<file path="config.mk">
export PLATFORM = sky130hd
export DESIGN_NAME = utf8_stream_sanitizer_core_flat
export DESIGN_NICKNAME = d
export VERILOG_FILES = /design/src/rtl/utf8s_pkg.sv /design/src/rtl/utf8s_if.sv /design/src/rtl/utf8s_seq_check.sv /design/src/rtl/utf8_stream_sanitizer_core.sv /design/src/flat_wrapper.sv
export SDC_FILE = /design/constraint.sdc
export NUM_CORES = 1
export LEC_CHECK = 0
export CAP_MARGIN = 5
export CORE_UTILIZATION = 30
export DETAILED_ROUTE_END_ITERATION = 8
export DONT_BUFFER_PORTS = 1
export GPL_TIMING_DRIVEN = 0
export HOLD_SLACK_MARGIN = 0.1
export PLACE_DENSITY = 0.4
export SLEW_MARGIN = 15
export SYNTH_ARGS = -nofsm -noshare
export SYNTH_HDL_FRONTEND = slang
export SYNTH_HIERARCHICAL = 1
export SYNTH_SLANG_ARGS = --single-unit
</file>
<file path="constraint.sdc">
create_clock -name clk -period 4.7 [get_ports clk]
set_input_delay 0.47 -clock clk [delete_from_list [all_inputs] [get_ports clk]]
set_output_delay 0.47 -clock clk [all_outputs]
set_load 0.01 [all_outputs]
</file>
<file path="src/rtl/utf8s_pkg.sv">
// ----------------------------------------------------------------------------
// utf8s_pkg: shared types and constants of the UTF-8 stream sanitizer
// Lead byte decoding, code point limits and the width of sequence lengths.
// ----------------------------------------------------------------------------
`default_nettype none

package utf8s_pkg;

  // Sequence length, 0 for a byte that cannot start a sequence
  typedef logic [2:0] seq_len_t;

  // Code point as assembled from up to four bytes
  typedef logic [20:0] code_point_t;

  localparam seq_len_t LEN_NONE = 3'd0;
  localparam seq_len_t LEN_1    = 3'd1;
  localparam seq_len_t LEN_2    = 3'd2;
  localparam seq_len_t LEN_3    = 3'd3;
  localparam seq_len_t LEN_4    = 3'd4;

  // Lead prefixes of multi-byte sequences
  localparam logic [2:0] LEAD2_PREFIX = 3'b110;
  localparam logic [3:0] LEAD3_PREFIX = 4'hE;
  localparam logic [4:0] LEAD4_PREFIX = 5'h1E;
  localparam logic [1:0] CONT_PREFIX  = 2'b10;

  // Code point limits
  localparam code_point_t CP_MIN2     = 21'h00080;
  localparam code_point_t CP_MIN3     = 21'h00800;
  localparam code_point_t CP_MIN4     = 21'h10000;
  localparam code_point_t CP_MAX      = 21'h10FFFF;
  localparam code_point_t CP_SURR_LO  = 21'h0D800;
  localparam code_point_t CP_SURR_HI  = 21'h0DFFF;

  // Length announced by a lead byte
  function automatic seq_len_t lead_len(input logic [7:0] c);
    seq_len_t len;
    if (!c[7]) begin
      len = LEN_1;
    end else if (c[7:5] == LEAD2_PREFIX) begin
      len = LEN_2;
    end else if (c[7:4] == LEAD3_PREFIX) begin
      len = LEN_3;
    end else if (c[7:3] == LEAD4_PREFIX) begin
      len = LEN_4;
    end else begin
      len = LEN_NONE;
    end
    return len;
  endfunction

endpackage

`default_nettype wire

</file>
<file path="src/rtl/utf8s_if.sv">
// ----------------------------------------------------------------------------
// utf8s_in_if / utf8s_out_if: stream channels of the UTF-8 sanitizer
// Valid/ready channels; a transfer happens when valid and ready are high.
// ----------------------------------------------------------------------------
`default_nettype none

interface utf8s_in_if;
  logic       valid;
  logic       ready;
  logic [7:0] in_byte;
  logic       end_of_string;

  modport source (output valid, output in_byte, output end_of_string, input ready);
  modport sink   (input valid, input in_byte, input end_of_string, output ready);
endinterface

interface utf8s_out_if;
  logic       valid;
  logic       ready;
  logic [7:0] out_byte;
  logic       byte_valid;
  logic       string_done;

  modport source (output valid, output out_byte, output byte_valid, output string_done,
                  input ready);
  modport sink   (input valid, input out_byte, input byte_valid, input string_done,
                  output ready);
endinterface

`default_nettype wire

</file>
<file path="src/rtl/utf8s_seq_check.sv">
// ----------------------------------------------------------------------------
// utf8s_seq_check: well-formedness check of one held sequence
// Checks continuation bytes, overlong forms, surrogates and the upper limit.
// ----------------------------------------------------------------------------
`default_nettype none

module utf8s_seq_check (
  input  wire logic [7:0]          byte0,
  input  wire logic [7:0]          byte1,
  input  wire logic [7:0]          byte2,
  input  wire logic [7:0]          byte3,
  input  wire utf8s_pkg::seq_len_t len,
  output logic                     ok
);

  utf8s_pkg::code_point_t cp;
  logic                   cont_ok;
  logic                   min_ok;

  // Assemble code point and check continuation markers
  always_comb begin
    cp      = '0;
    cont_ok = 1'b1;
    min_ok  = 1'b1;
    case (len)
      utf8s_pkg::LEN_1: begin
        cp = {14'd0, byte0[6:0]};
      end
      utf8s_pkg::LEN_2: begin
        cp      = {10'd0, byte0[4:0], byte1[5:0]};
        cont_ok = (byte1[7:6] == utf8s_pkg::CONT_PREFIX);
        min_ok  = (cp >= utf8s_pkg::CP_MIN2);
      end
      utf8s_pkg::LEN_3: begin
        cp      = {5'd0, byte0[3:0], byte1[5:0], byte2[5:0]};
        cont_ok = (byte1[7:6] == utf8s_pkg::CONT_PREFIX) &&
                  (byte2[7:6] == utf8s_pkg::CONT_PREFIX);
        min_ok  = (cp >= utf8s_pkg::CP_MIN3);
      end
      utf8s_pkg::LEN_4: begin
        cp      = {byte0[2:0], byte1[5:0], byte2[5:0], byte3[5:0]};
        cont_ok = (byte1[7:6] == utf8s_pkg::CONT_PREFIX) &&
                  (byte2[7:6] == utf8s_pkg::CONT_PREFIX) &&
                  (byte3[7:6] == utf8s_pkg::CONT_PREFIX);
        min_ok  = (cp >= utf8s_pkg::CP_MIN4);
      end
      default: begin
        cont_ok = 1'b0;
      end
    endcase
  end

  // Range checks on the assembled value
  assign ok = cont_ok && min_ok && (cp <= utf8s_pkg::CP_MAX) &&
              !((cp >= utf8s_pkg::CP_SURR_LO) && (cp <= utf8s_pkg::CP_SURR_HI));

endmodule

`default_nettype wire

</file>
<file path="src/rtl/utf8_stream_sanitizer_core.sv">
// ----------------------------------------------------------------------------
// utf8_stream_sanitizer_core: passes only well-formed UTF-8 from a byte stream
// Holds up to four bytes, checks each complete sequence, drops bad lead bytes.
// ----------------------------------------------------------------------------
//  channel  | dir | payload                                | transfer
//  ---------+-----+----------------------------------------+------------------
//  in_ch    | in  | in_byte[7:0], end_of_string            | valid && ready
//  out_ch   | out | out_byte[7:0], byte_valid, string_done | valid && ready
//
//  Each byte is taken in S_IDLE. S_SCAN then examines lead bytes, dropping bad
//  ones and the lead of a rejected sequence, hands each good sequence to
//  S_EMIT, which passes its bytes on, and goes to S_FLUSH once the buffer is
//  empty or short. S_FLUSH closes the step and returns to S_IDLE; no new byte
//  is taken before that. The scan/emit sequencer sets this order.
//  Reset (synchronous, active low) empties the held bytes; no clearing pass.
//  A stall on out_ch holds the sequencer when a result cannot be placed.
// ----------------------------------------------------------------------------
`default_nettype none

module utf8_stream_sanitizer_core (
  input  wire logic clk,
  input  wire logic rst_n,
  utf8s_in_if.sink    in_ch,
  utf8s_out_if.source out_ch
);

  typedef enum logic [1:0] {S_IDLE, S_SCAN, S_EMIT, S_FLUSH} state_t;

  state_t              state_r, state_nxt;
  logic [7:0]          buf_r [4];
  logic [7:0]          buf_nxt [4];
  logic [2:0]          cnt_r, cnt_nxt;
  logic                eos_r, eos_nxt;
  logic [2:0]          left_r, left_nxt;
  logic                hold_vld_r, hold_vld_nxt;
  logic [7:0]          hold_byte_r, hold_byte_nxt;
  logic                out_vld_r, out_vld_nxt;
  logic [7:0]          out_byte_r, out_byte_nxt;
  logic                out_bv_r, out_bv_nxt;
  logic                out_done_r, out_done_nxt;

  utf8s_pkg::seq_len_t front_len;
  logic                seq_ok;
  logic                out_free;
  logic                in_xfer;

  // Shared sequence checker on the front of the buffer
  utf8s_seq_check u_check (
    .byte0 (buf_r[0]),
    .byte1 (buf_r[1]),
    .byte2 (buf_r[2]),
    .byte3 (buf_r[3]),
    .len   (front_len),
    .ok    (seq_ok)
  );

  assign front_len = utf8s_pkg::lead_len(buf_r[0]);
  assign out_free  = !out_vld_r || out_ch.ready;
  assign in_xfer   = in_ch.valid && in_ch.ready;

  assign in_ch.ready        = (state_r == S_IDLE);
  assign out_ch.valid       = out_vld_r;
  assign out_ch.out_byte    = out_byte_r;
  assign out_ch.byte_valid  = out_bv_r;
  assign out_ch.string_done = out_done_r;

  // Sequencer next state
  always_comb begin
    state_nxt     = state_r;
    buf_nxt       = buf_r;
    cnt_nxt       = cnt_r;
    eos_nxt       = eos_r;
    left_nxt      = left_r;
    hold_vld_nxt  = hold_vld_r;
    hold_byte_nxt = hold_byte_r;
    out_vld_nxt   = out_vld_r && !out_ch.ready;
    out_byte_nxt  = out_byte_r;
    out_bv_nxt    = out_bv_r;
    out_done_nxt  = out_done_r;

    unique case (state_r)
      S_IDLE: begin
        if (in_xfer) begin
          buf_nxt[cnt_r[1:0]] = in_ch.in_byte;
          cnt_nxt             = cnt_r + 3'd1;
          eos_nxt             = in_ch.end_of_string;
          state_nxt           = S_SCAN;
        end
      end
      S_SCAN: begin
        if (cnt_r == 3'd0) begin
          state_nxt = S_FLUSH;
        end else if (front_len == utf8s_pkg::LEN_NONE) begin
          buf_nxt = '{buf_r[1], buf_r[2], buf_r[3], buf_r[3]};
          cnt_nxt = cnt_r - 3'd1;
        end else if (cnt_r < front_len) begin
          state_nxt = S_FLUSH;
        end else if (seq_ok) begin
          left_nxt  = front_len;
          state_nxt = S_EMIT;
        end else begin
          buf_nxt = '{buf_r[1], buf_r[2], buf_r[3], buf_r[3]};
          cnt_nxt = cnt_r - 3'd1;
        end
      end
      S_EMIT: begin
        // one byte a cycle goes into the hold stage unless the older one cannot move out; the older one moves out
        if (!hold_vld_r || out_free) begin
          if (hold_vld_r) begin
            out_vld_nxt  = 1'b1;
            out_byte_nxt = hold_byte_r;
            out_bv_nxt   = 1'b1;
            out_done_nxt = 1'b0;
          end
          hold_vld_nxt  = 1'b1;
          hold_byte_nxt = buf_r[0];
          buf_nxt       = '{buf_r[1], buf_r[2], buf_r[3], buf_r[3]};
          cnt_nxt       = cnt_r - 3'd1;
          left_nxt      = left_r - 3'd1;
          if (left_r == 3'd1) begin
            state_nxt = S_SCAN;
          end
        end
      end
      S_FLUSH: begin
        if (hold_vld_r || eos_r) begin
          if (out_free) begin
            out_vld_nxt  = 1'b1;
            out_byte_nxt = hold_vld_r ? hold_byte_r : 8'd0;
            out_bv_nxt   = hold_vld_r;
            out_done_nxt = eos_r;
            hold_vld_nxt = 1'b0;
            if (eos_r) begin
              cnt_nxt = 3'd0;
            end
            state_nxt = S_IDLE;
          end
        end else begin
          state_nxt = S_IDLE;
        end
      end
      default: begin
        state_nxt = S_IDLE;
      end
    endcase
  end

  // State and registered outputs
  always_ff @(posedge clk) begin
    if (!rst_n) begin
      state_r    <= S_IDLE;
      cnt_r      <= 3'd0;
      hold_vld_r <= 1'b0;
      out_vld_r  <= 1'b0;
    end else begin
      state_r    <= state_nxt;
      cnt_r      <= cnt_nxt;
      hold_vld_r <= hold_vld_nxt;
      out_vld_r  <= out_vld_nxt;
    end
    buf_r       <= buf_nxt;
    eos_r       <= eos_nxt;
    left_r      <= left_nxt;
    hold_byte_r <= hold_byte_nxt;
    out_byte_r  <= out_byte_nxt;
    out_bv_r    <= out_bv_nxt;
    out_done_r  <= out_done_nxt;
  end

`ifndef SYNTHESIS
  // Held byte count never exceeds the buffer
  a_cnt_range: assert property (@(posedge clk) disable iff (!rst_n)
    cnt_r <= 3'd4) else $error("held byte count out of range");

  // Room for the next byte whenever a transfer can be taken
  a_idle_room: assert property (@(posedge clk) disable iff (!rst_n)
    (state_r == S_IDLE) |-> (cnt_r <= 3'd3)) else $error("no room in idle");

  // Hold stage is always flushed before the next byte
  a_idle_hold: assert property (@(posedge clk) disable iff (!rst_n)
    (state_r == S_IDLE) |-> !hold_vld_r) else $error("hold left over in idle");

  // One byte at a time
  a_one_item: assert property (@(posedge clk) disable iff (!rst_n)
    in_xfer |=> !in_ch.ready) else $error("ready after transfer");

  // A bare marker only ever closes a string
  a_bare_done: assert property (@(posedge clk) disable iff (!rst_n)
    (out_vld_r && !out_bv_r) |-> out_done_r) else $error("bare marker without done");
`endif

endmodule

`default_nettype wire

</file>
<file path="src/flat_wrapper.sv">
// flat-port wrapper written by rule: the top's interface ports become plain ports
module utf8_stream_sanitizer_core_flat 
  (clk, rst_n, in_ch_valid, in_ch_in_byte, in_ch_end_of_string, in_ch_ready, out_ch_valid, out_ch_out_byte, out_ch_byte_valid, out_ch_string_done, out_ch_ready);
  utf8s_in_if in_ch_i ();
  utf8s_out_if out_ch_i ();
  input  wire logic clk;
  input  wire logic rst_n;
  input wire logic [$bits(in_ch_i.valid)-1:0] in_ch_valid;
  input wire logic [$bits(in_ch_i.in_byte)-1:0] in_ch_in_byte;
  input wire logic [$bits(in_ch_i.end_of_string)-1:0] in_ch_end_of_string;
  output wire logic [$bits(in_ch_i.ready)-1:0] in_ch_ready;
  output wire logic [$bits(out_ch_i.valid)-1:0] out_ch_valid;
  output wire logic [$bits(out_ch_i.out_byte)-1:0] out_ch_out_byte;
  output wire logic [$bits(out_ch_i.byte_valid)-1:0] out_ch_byte_valid;
  output wire logic [$bits(out_ch_i.string_done)-1:0] out_ch_string_done;
  input wire logic [$bits(out_ch_i.ready)-1:0] out_ch_ready;
  assign in_ch_i.valid = in_ch_valid;
  assign in_ch_i.in_byte = in_ch_in_byte;
  assign in_ch_i.end_of_string = in_ch_end_of_string;
  assign in_ch_ready = in_ch_i.ready;
  assign out_ch_valid = out_ch_i.valid;
  assign out_ch_out_byte = out_ch_i.out_byte;
  assign out_ch_byte_valid = out_ch_i.byte_valid;
  assign out_ch_string_done = out_ch_i.string_done;
  assign out_ch_i.ready = out_ch_ready;
  utf8_stream_sanitizer_core u_core (.clk(clk), .rst_n(rst_n), .in_ch(in_ch_i), .out_ch(out_ch_i));
endmodule
</file>
Word level (Yosys, flattened, before mapping)

Cells that the tools add are included.

Register bits after elaboration: 61

Add/sub/neg operators: 3
Order comparisons: 9
Eq/ne operators: 30
Multiplexer cells: 68
Bitwise gates (word level): 3
Reduce and logical (&&, ||, !) cells: 31

Operators by type and width:

| operator                                                             | count |
|---|---|
| 2-to-1 mux 32 bit                                                    | 6 |
| case mux 32 bit (3 select lines)                                     | 1 |
| case mux 21 bit (4 select lines)                                     | 1 |
| 2-to-1 mux 3 bit                                                     | 18 |
| 2-to-1 mux 8 bit                                                     | 6 |
| bitwise mux 32 bit                                                   | 1 |
| greater-or-equal comparator 21 x 16 -> 1 bit (second input constant) | 1 |
| greater-or-equal comparator 21 x 17 -> 1 bit (second input constant) | 1 |
| less-or-equal comparator 21 x 16 -> 1 bit (second input constant)    | 1 |
| less-or-equal comparator 21 bit (second input constant)              | 1 |
| 2-to-1 mux 2 bit                                                     | 9 |
| AND reduction 6 bit                                                  | 3 |
| demux 8 bit (select 2 bit)                                           | 1 |
| greater-or-equal comparator 16 x 12 -> 1 bit (second input constant) | 1 |
| case mux 8 bit (2 select lines)                                      | 1 |
| 2-to-1 mux 1 bit                                                     | 15 |
| inequality test 2 x 1 -> 1 bit (second input constant)               | 7 |
| case mux 3 bit (4 select lines)                                      | 1 |
| greater-or-equal comparator 11 x 8 -> 1 bit (second input constant)  | 1 |
| == test 2 bit (second input constant)                                | 5 |
| logical AND 1 bit                                                    | 9 |
| inequality test 3 x 2 -> 1 bit (second input constant)               | 3 |
| inequality test 2 bit (second input constant)                        | 4 |
| case mux 1 bit (2 select lines)                                      | 4 |
| 29 further kinds                                                     | 43 |

Depth between registers and ports, before layout

Word-level depth: 16
Mapped depth: 12
Depth with buffers taken out: 12

Modules after synthesis

The synthesis kept the hierarchy.

Modules (own cells, without submodules):

| module                     | instances | cells each | area each (µm²) | seq. area each (µm²) |
|---|---|---|---|---|
| utf8_stream_sanitizer_core | 1         | 238        | 2788.9          | 1761.7 |
| utf8s_seq_check            | 1         | 30         | 217.7           | 0.0 |

Worst setup path before layout

Ideal clock, no wire load.

Path type: reg-to-reg
Start point: register u_core/buf_r[27] in the netlist's numbering
End point: register u_core/buf_r[24] in the netlist's numbering, enable pin
Data arrival time: 3.121 ns
Required time: 4.314 ns
Slack: 1.192 ns
Cell stages (with the launch flop): 11
Path buffers: 0
Clock period less this slack: 3.508 ns
Cells stage by stage: edfxtp_1 -> or3_1 -> inv_1 -> or3b_4 -> o32ai_1 -> nand3_1 -> o221a_1 -> and4b_1 -> a21bo_2 -> o31ai_2 -> a211oi_1

Cells in the longest elaborated chain, start to end: 13
Elaborated cells on any way between the ends: 27
Classes of those cells: order compare (6); eq/ne (7); mux (7); reduce/logical (7)

RTL lines:

| item                                                                                                      | RTL line                          | RTL |
|---|---|---|
| start, declared                                                                                           | utf8_stream_sanitizer_core.sv:30  | `logic [7:0] buf_r [4];` |
| start signal, assigned                                                                                    | utf8_stream_sanitizer_core.sv:161 | `buf_r <= buf_nxt;` |
| == test 5 bit *                                                                                           | utf8s_pkg.sv:44                   | `end else if (c[7:3] == LEAD4_PREFIX) begin` |
| 2-to-1 mux 3 bit *                                                                                        | utf8s_pkg.sv:44                   |  |
| 2-to-1 mux 3 bit *                                                                                        | utf8s_pkg.sv:42                   | `end else if (c[7:4] == LEAD3_PREFIX) begin` |
| 2-to-1 mux 3 bit *                                                                                        | utf8s_pkg.sv:40                   | `end else if (c[7:5] == LEAD2_PREFIX) begin` |
| 2-to-1 mux 3 bit *                                                                                        | utf8s_pkg.sv:38                   | `if (!c[7]) begin` |
| via u_core.front_len[2]                                                                                   | utf8_stream_sanitizer_core.sv:42  | `utf8s_pkg::seq_len_t front_len;` |
| == test 3 bit (tied with other cells)                                                                     | utf8s_seq_check.sv:25             | `case (len)` |
| case mux 21 bit (4 select lines)                                                                          | utf8s_seq_check.sv:25             |  |
| greater-or-equal comparator 21 x 16 -> 1 bit or less-or-equal comparator 21 x 16 -> 1 bit (tied branches) | utf8s_seq_check.sv:55             | `!((cp >= utf8s_pkg::CP_SURR_LO) && (cp <= utf8s_pkg::CP_SURR_HI));` |
| logical AND 1 bit                                                                                         | utf8s_seq_check.sv:55             |  |
| zero test 1 bit                                                                                           | utf8s_seq_check.sv:55             |  |
| logical AND 1 bit *                                                                                       | utf8s_seq_check.sv:54             | `assign ok = cont_ok && min_ok && (cp <= utf8s_pkg::CP_MAX) &&` |
| via u_core.seq_ok                                                                                         | utf8_stream_sanitizer_core.sv:43  | `logic seq_ok;` |
| inequality test 3 bit (no source line) *                                                                  | -                                 |  |
| AND reduction 6 bit (no source line) *                                                                    | -                                 |  |

Mark *: on every way through the listed nets, which the timed path passes. The rest lies on a longest branch.
A chain may end at the register's enable or synchronous reset.

Worst setup path after layout

Start point: register u_core/buf_r[28] in the netlist's numbering
End point: register u_core/buf_r[26] in the netlist's numbering, enable pin

Cells in the longest elaborated chain, start to end: 13
Elaborated cells on any way between the ends: 27
Classes of those cells: order compare (5); eq/ne (8); mux (7); reduce/logical (7)

RTL lines:

| item                                                                                                      | RTL line |
|---|---|
| == test 5 bit                                                                                             | utf8s_pkg.sv:44 |
| 2-to-1 mux 3 bit                                                                                          | utf8s_pkg.sv:44 |
| 2-to-1 mux 3 bit *                                                                                        | utf8s_pkg.sv:42 |
| 2-to-1 mux 3 bit *                                                                                        | utf8s_pkg.sv:40 |
| 2-to-1 mux 3 bit *                                                                                        | utf8s_pkg.sv:38 |
| via u_core.front_len[2]                                                                                   | utf8_stream_sanitizer_core.sv:42 |
| == test 3 bit (tied with other cells)                                                                     | utf8s_seq_check.sv:25 |
| case mux 21 bit (4 select lines)                                                                          | utf8s_seq_check.sv:25 |
| greater-or-equal comparator 21 x 16 -> 1 bit or less-or-equal comparator 21 x 16 -> 1 bit (tied branches) | utf8s_seq_check.sv:55 |
| logical AND 1 bit                                                                                         | utf8s_seq_check.sv:55 |
| zero test 1 bit                                                                                           | utf8s_seq_check.sv:55 |
| logical AND 1 bit *                                                                                       | utf8s_seq_check.sv:54 |
| via u_core.seq_ok                                                                                         | utf8_stream_sanitizer_core.sv:43 |
| inequality test 3 bit (no source line) *                                                                  | - |
| AND reduction 6 bit (no source line) *                                                                    | - |

Marked as above.

==> results_dict.tcl <==
set metrics [dict create \
    via_count 1926 \
    hold_end "u_core/eos_r" \
    dieArea_sq_mm 0.0104 \
    maxCapViolCount 0 \
    grt_pass1_vias 1817 \
    drive_gt1_share_pct 11.6 \
    regToRegSetupSlack_ns 0.99 \
    status "completed" \
    cp-start-kind "register" \
    fp-row-count 36 \
    period_needed_ns 3.71 \
    crit_path_max_fanout 8 \
    worstHoldPathType "input port to register" \
    drt_pass1_iterations 4 \
    max-vdd-ir-drop_v 0.000205 \
    drc 0 \
    clockBufferDepth 2 \
    worstReg2RegEnd "u_core/buf_r[26]" \
    reg2reg_depth 11 \
    synth_nets 290 \
    die_y_um 102 \
    yosys_warnings 6 \
    synth_cell_types 51 \
    gp_congestion 0.734 \
    cts.clk_slew.worst_paths_ns 0.08 \
    period_share_pct 78.9 \
    fmax_mhz 270 \
    io_buffers 0 \
    r2r-start "u_core/buf_r[28]" \
    grt_start_max_net_pins 13 \
    wire_per_inst_um 14.3 \
    grt.total_usage_pct 12.8 \
    final_area_sq_mm 0.00341 \
    antenna_left 0 \
    rsz0062_at_grt "false" \
    grt_pass1_wl_mm 9.73 \
    syn_area_per_cell_sq_um 11.2 \
    min_from "in_ch_end_of_string" \
    synthSimpleGateAreaFrac_pct 18.4 \
    finalSetupViolations 0 \
    path_depth 11 \
    cts_buffers 9 \
    finalWirelength_mm 5.96 \
    io_pins 25 \
    synth_top_family_by_area "simple AND/OR/NAND/NOR gates" \
    arrival_ns 3.68 \
    fillers 1026 \
    fin_skew_ns 0.00995 \
    min_path_cells 0 \
    final-hold-violation-count 0 \
    clock_sinks 61 \
    cp_slowest_cell "a211oi_2" \
    final.setup.tns_ns 0 \
    power_per_cell_area_mw_per_mm2 736 \
    final_nets 301 \
    slew_viol_final 0 \
    clk_latency_ns 0.34 \
    synthesis.area_sq_mm 0.00301 \
    ys_ff_latch 61 \
    die_x_um 102 \
    synth_mux_area_share_pct 0.333 \
    htree_num_levels 3 \
    netlist_instances 268 \
    slowest_delay_ns 0.60 \
    ys_seq_area_share_pct 58.6 \
    crit_family "compound AO/OA/AOI/OAI gates" \
    synth-adder-area-share_pct 4.00 \
    path_cells "nand2_1 > or3_1 > inv_1 > or3b_4 > o32ai_1 > nand3_1 > o221a_1 > and4b_1 > a21bo_2 > o31ai_2 > a211oi_2" \
    crit_type "register to register" \
    crit_buf_inv 1 \
    slew-limit-headroom_pct 47.7 \
    area_delta_synth_final_pct 13.6 \
    worst_pin_slew_ns 0.784 \
    via_per_inst 4.62 \
    initialDrtViolationCount 103 \
    root_buffer "clkbuf_8" \
    multi_input_area_sq_mm 0.00116 \
    synthXorXnorAreaFrac_pct 0.583 \
    crit_required_ns 4.67 \
    core_area_sq_mm 0.00973 \
    insertedDiodeCount 0 \
    hold_buffers 0 \
    postCtsSetupRepairBufs 0 \
    cts.repair.resized 0 \
    antenna_found_initial 0 \
    leakagePower_nw 1.18 \
    regArea_sq_mm 0.00176 \
    grt.overflow.total 0 \
    cts_tree "yes" \
    initial_core_util_pct 30.9 \
    end_kind "register" \
    place_area_sq_mm 0.00318 \
    synth-compound-area-share_pct 14.6 \
    hpwl_mm 4.51 \
]
cell usage after synthesis, drive strengths merged:
master   number  area [sq um]
a221o         1          10.0
o211a         1          10.0
a2111oi       1          27.5
a21o          1          7.51
and2         19           119
buf           2          16.3
a21bo         1          10.0
o21a          2          15.0
ha            8           100
nor2          8          30.0
nand3b        2          15.0
o221a         2          22.5
o311ai        1          8.76
a31oi         3          18.8
nand2        43           161
and4b         2          23.8
or2           1          6.26
o22ai         1          6.26
a21oi         9          48.8
inv          17          63.8
nor3          5          36.3
fa            1          20.0
or3b          2          20.0
o32ai         3          26.3
nand3         5          25.0
or3           1          6.26
dfxtp         7           140
o31ai         1          12.5
nand4b        1          8.76
a21boi        1          11.3
nor4          1          6.26
a211o         1          8.76
nand4         1          6.26
o21ai        33           165
clkbuf        6          22.5
a211oi        3          22.5
nor2b         3          18.8
nor4b         1          8.76
a2bb2oi       1          8.76
or4           2          18.8
nand2b        7          43.8
xor2          2          17.5
mux2i         1          10.0
edfxtp       54          1620
routing by layer:
layer,GRT usage [%],vias up,share of wire [%]
li1,-,997,-
met3,3.01,9,3.4
met2,18.6,41,44
met5,0,-,0
met4,5.71,0,1.8
met1,17.9,879,51
how the worst max path moves through the flow:
| stage | start | slack (ns) | end |
|---|---|---|---|
| 2_1_floorplan | u_core/buf_r[27] | 1.19 | u_core/buf_r[24] |
| 3_3_place_gp | u_core/buf_r[27] | 0.63 | u_core/buf_r[26] |
| 3_5_place_dp | u_core/buf_r[28] | 0.63 | u_core/buf_r[26] |
| 4_1_cts | u_core/buf_r[28] | 0.59 | u_core/buf_r[30] |
| 5_1_grt | u_core/buf_r[28] | 0.74 | u_core/buf_r[31] |
| 6_report | u_core/buf_r[28] | 0.99 | u_core/buf_r[26] |
cell usage in the layout (no fill, tap or decap), types with 3 or more instances in the layout:
master / Yosys / final
nor2_1: 8 / 8
edfxtp_1: 54 / 54
o32ai_1: 3 / 3
a21oi_1: 8 / 8
and2_1: 19 / 19
nor3_1: 4 / 3
clkbuf_8: 0 / 9
nand2b_1: 7 / 7
nor2b_1: 3 / 3
a211oi_2: 0 / 3
dfxtp_1: 7 / 7
clkbuf_1: 6 / 6
nand2_1: 43 / 43
nand3_1: 5 / 5
inv_1: 17 / 17
o21ai_0: 33 / 33
ha_1: 8 / 8
a31oi_1: 3 / 3
cell families after synthesis:
family                   after synthesis
AND/OR/NAND/NOR                      104
buffers and inverters                 25
AO/OA/AOI/OAI                         66
flip-flops                            61
multiplexers                           1
XOR/XNOR                               2
adder cells (fa/ha/maj)                9
through the flow:
step	cells	setup WS, ns	utilization (%)	power (mW)	hold slack (ns)
floorplan	268	1.19	-	1.72	0.467
global placement	401	0.630	32.6	1.99	0.503
detailed placement	401	0.633	32.7	2.00	0.501
CTS	417	0.590	34.9	2.53	0.210
global route	417	0.737	35.1	2.71	0.206
finish	417	0.993	35.1	2.51	0.223
registers in the layout, summed over array words and instances (netlist names):
name	flops
u_core/left_r	3
u_core/out_ch.valid	1
u_core/out_ch.byte_valid	1
u_core/state_r	2
u_core/buf_r	32
u_core/hold_byte_r	8
u_core/out_ch.string_done	1
u_core/eos_r	1
u_core/cnt_r	3
u_core/out_ch.out_byte	8
u_core/hold_vld_r	1
power breakdown:
part           total [mW]  leakage, nW  switching [mW]  internal [mW]
registers            1.05        0.562           0.137          0.911
clock network       0.528        0.106           0.226          0.301
logic               0.938        0.515           0.617          0.321
total                2.51         1.18           0.980           1.53
final cells by class:
| cell class | instances | share of cell area [%] |
|---|---|---|
| sequential | 61 | 51.6 |
| multi-input combinational | 182 | 34.0 |
| tap | 133 | 4.87 |
| clock buffer | 9 | 3.63 |
| clock inverter | 7 | 2.86 |
| inverter | 17 | 1.87 |
| buffer | 8 | 1.14 |
No activity file was read; power rests on OpenSTA's default activity.
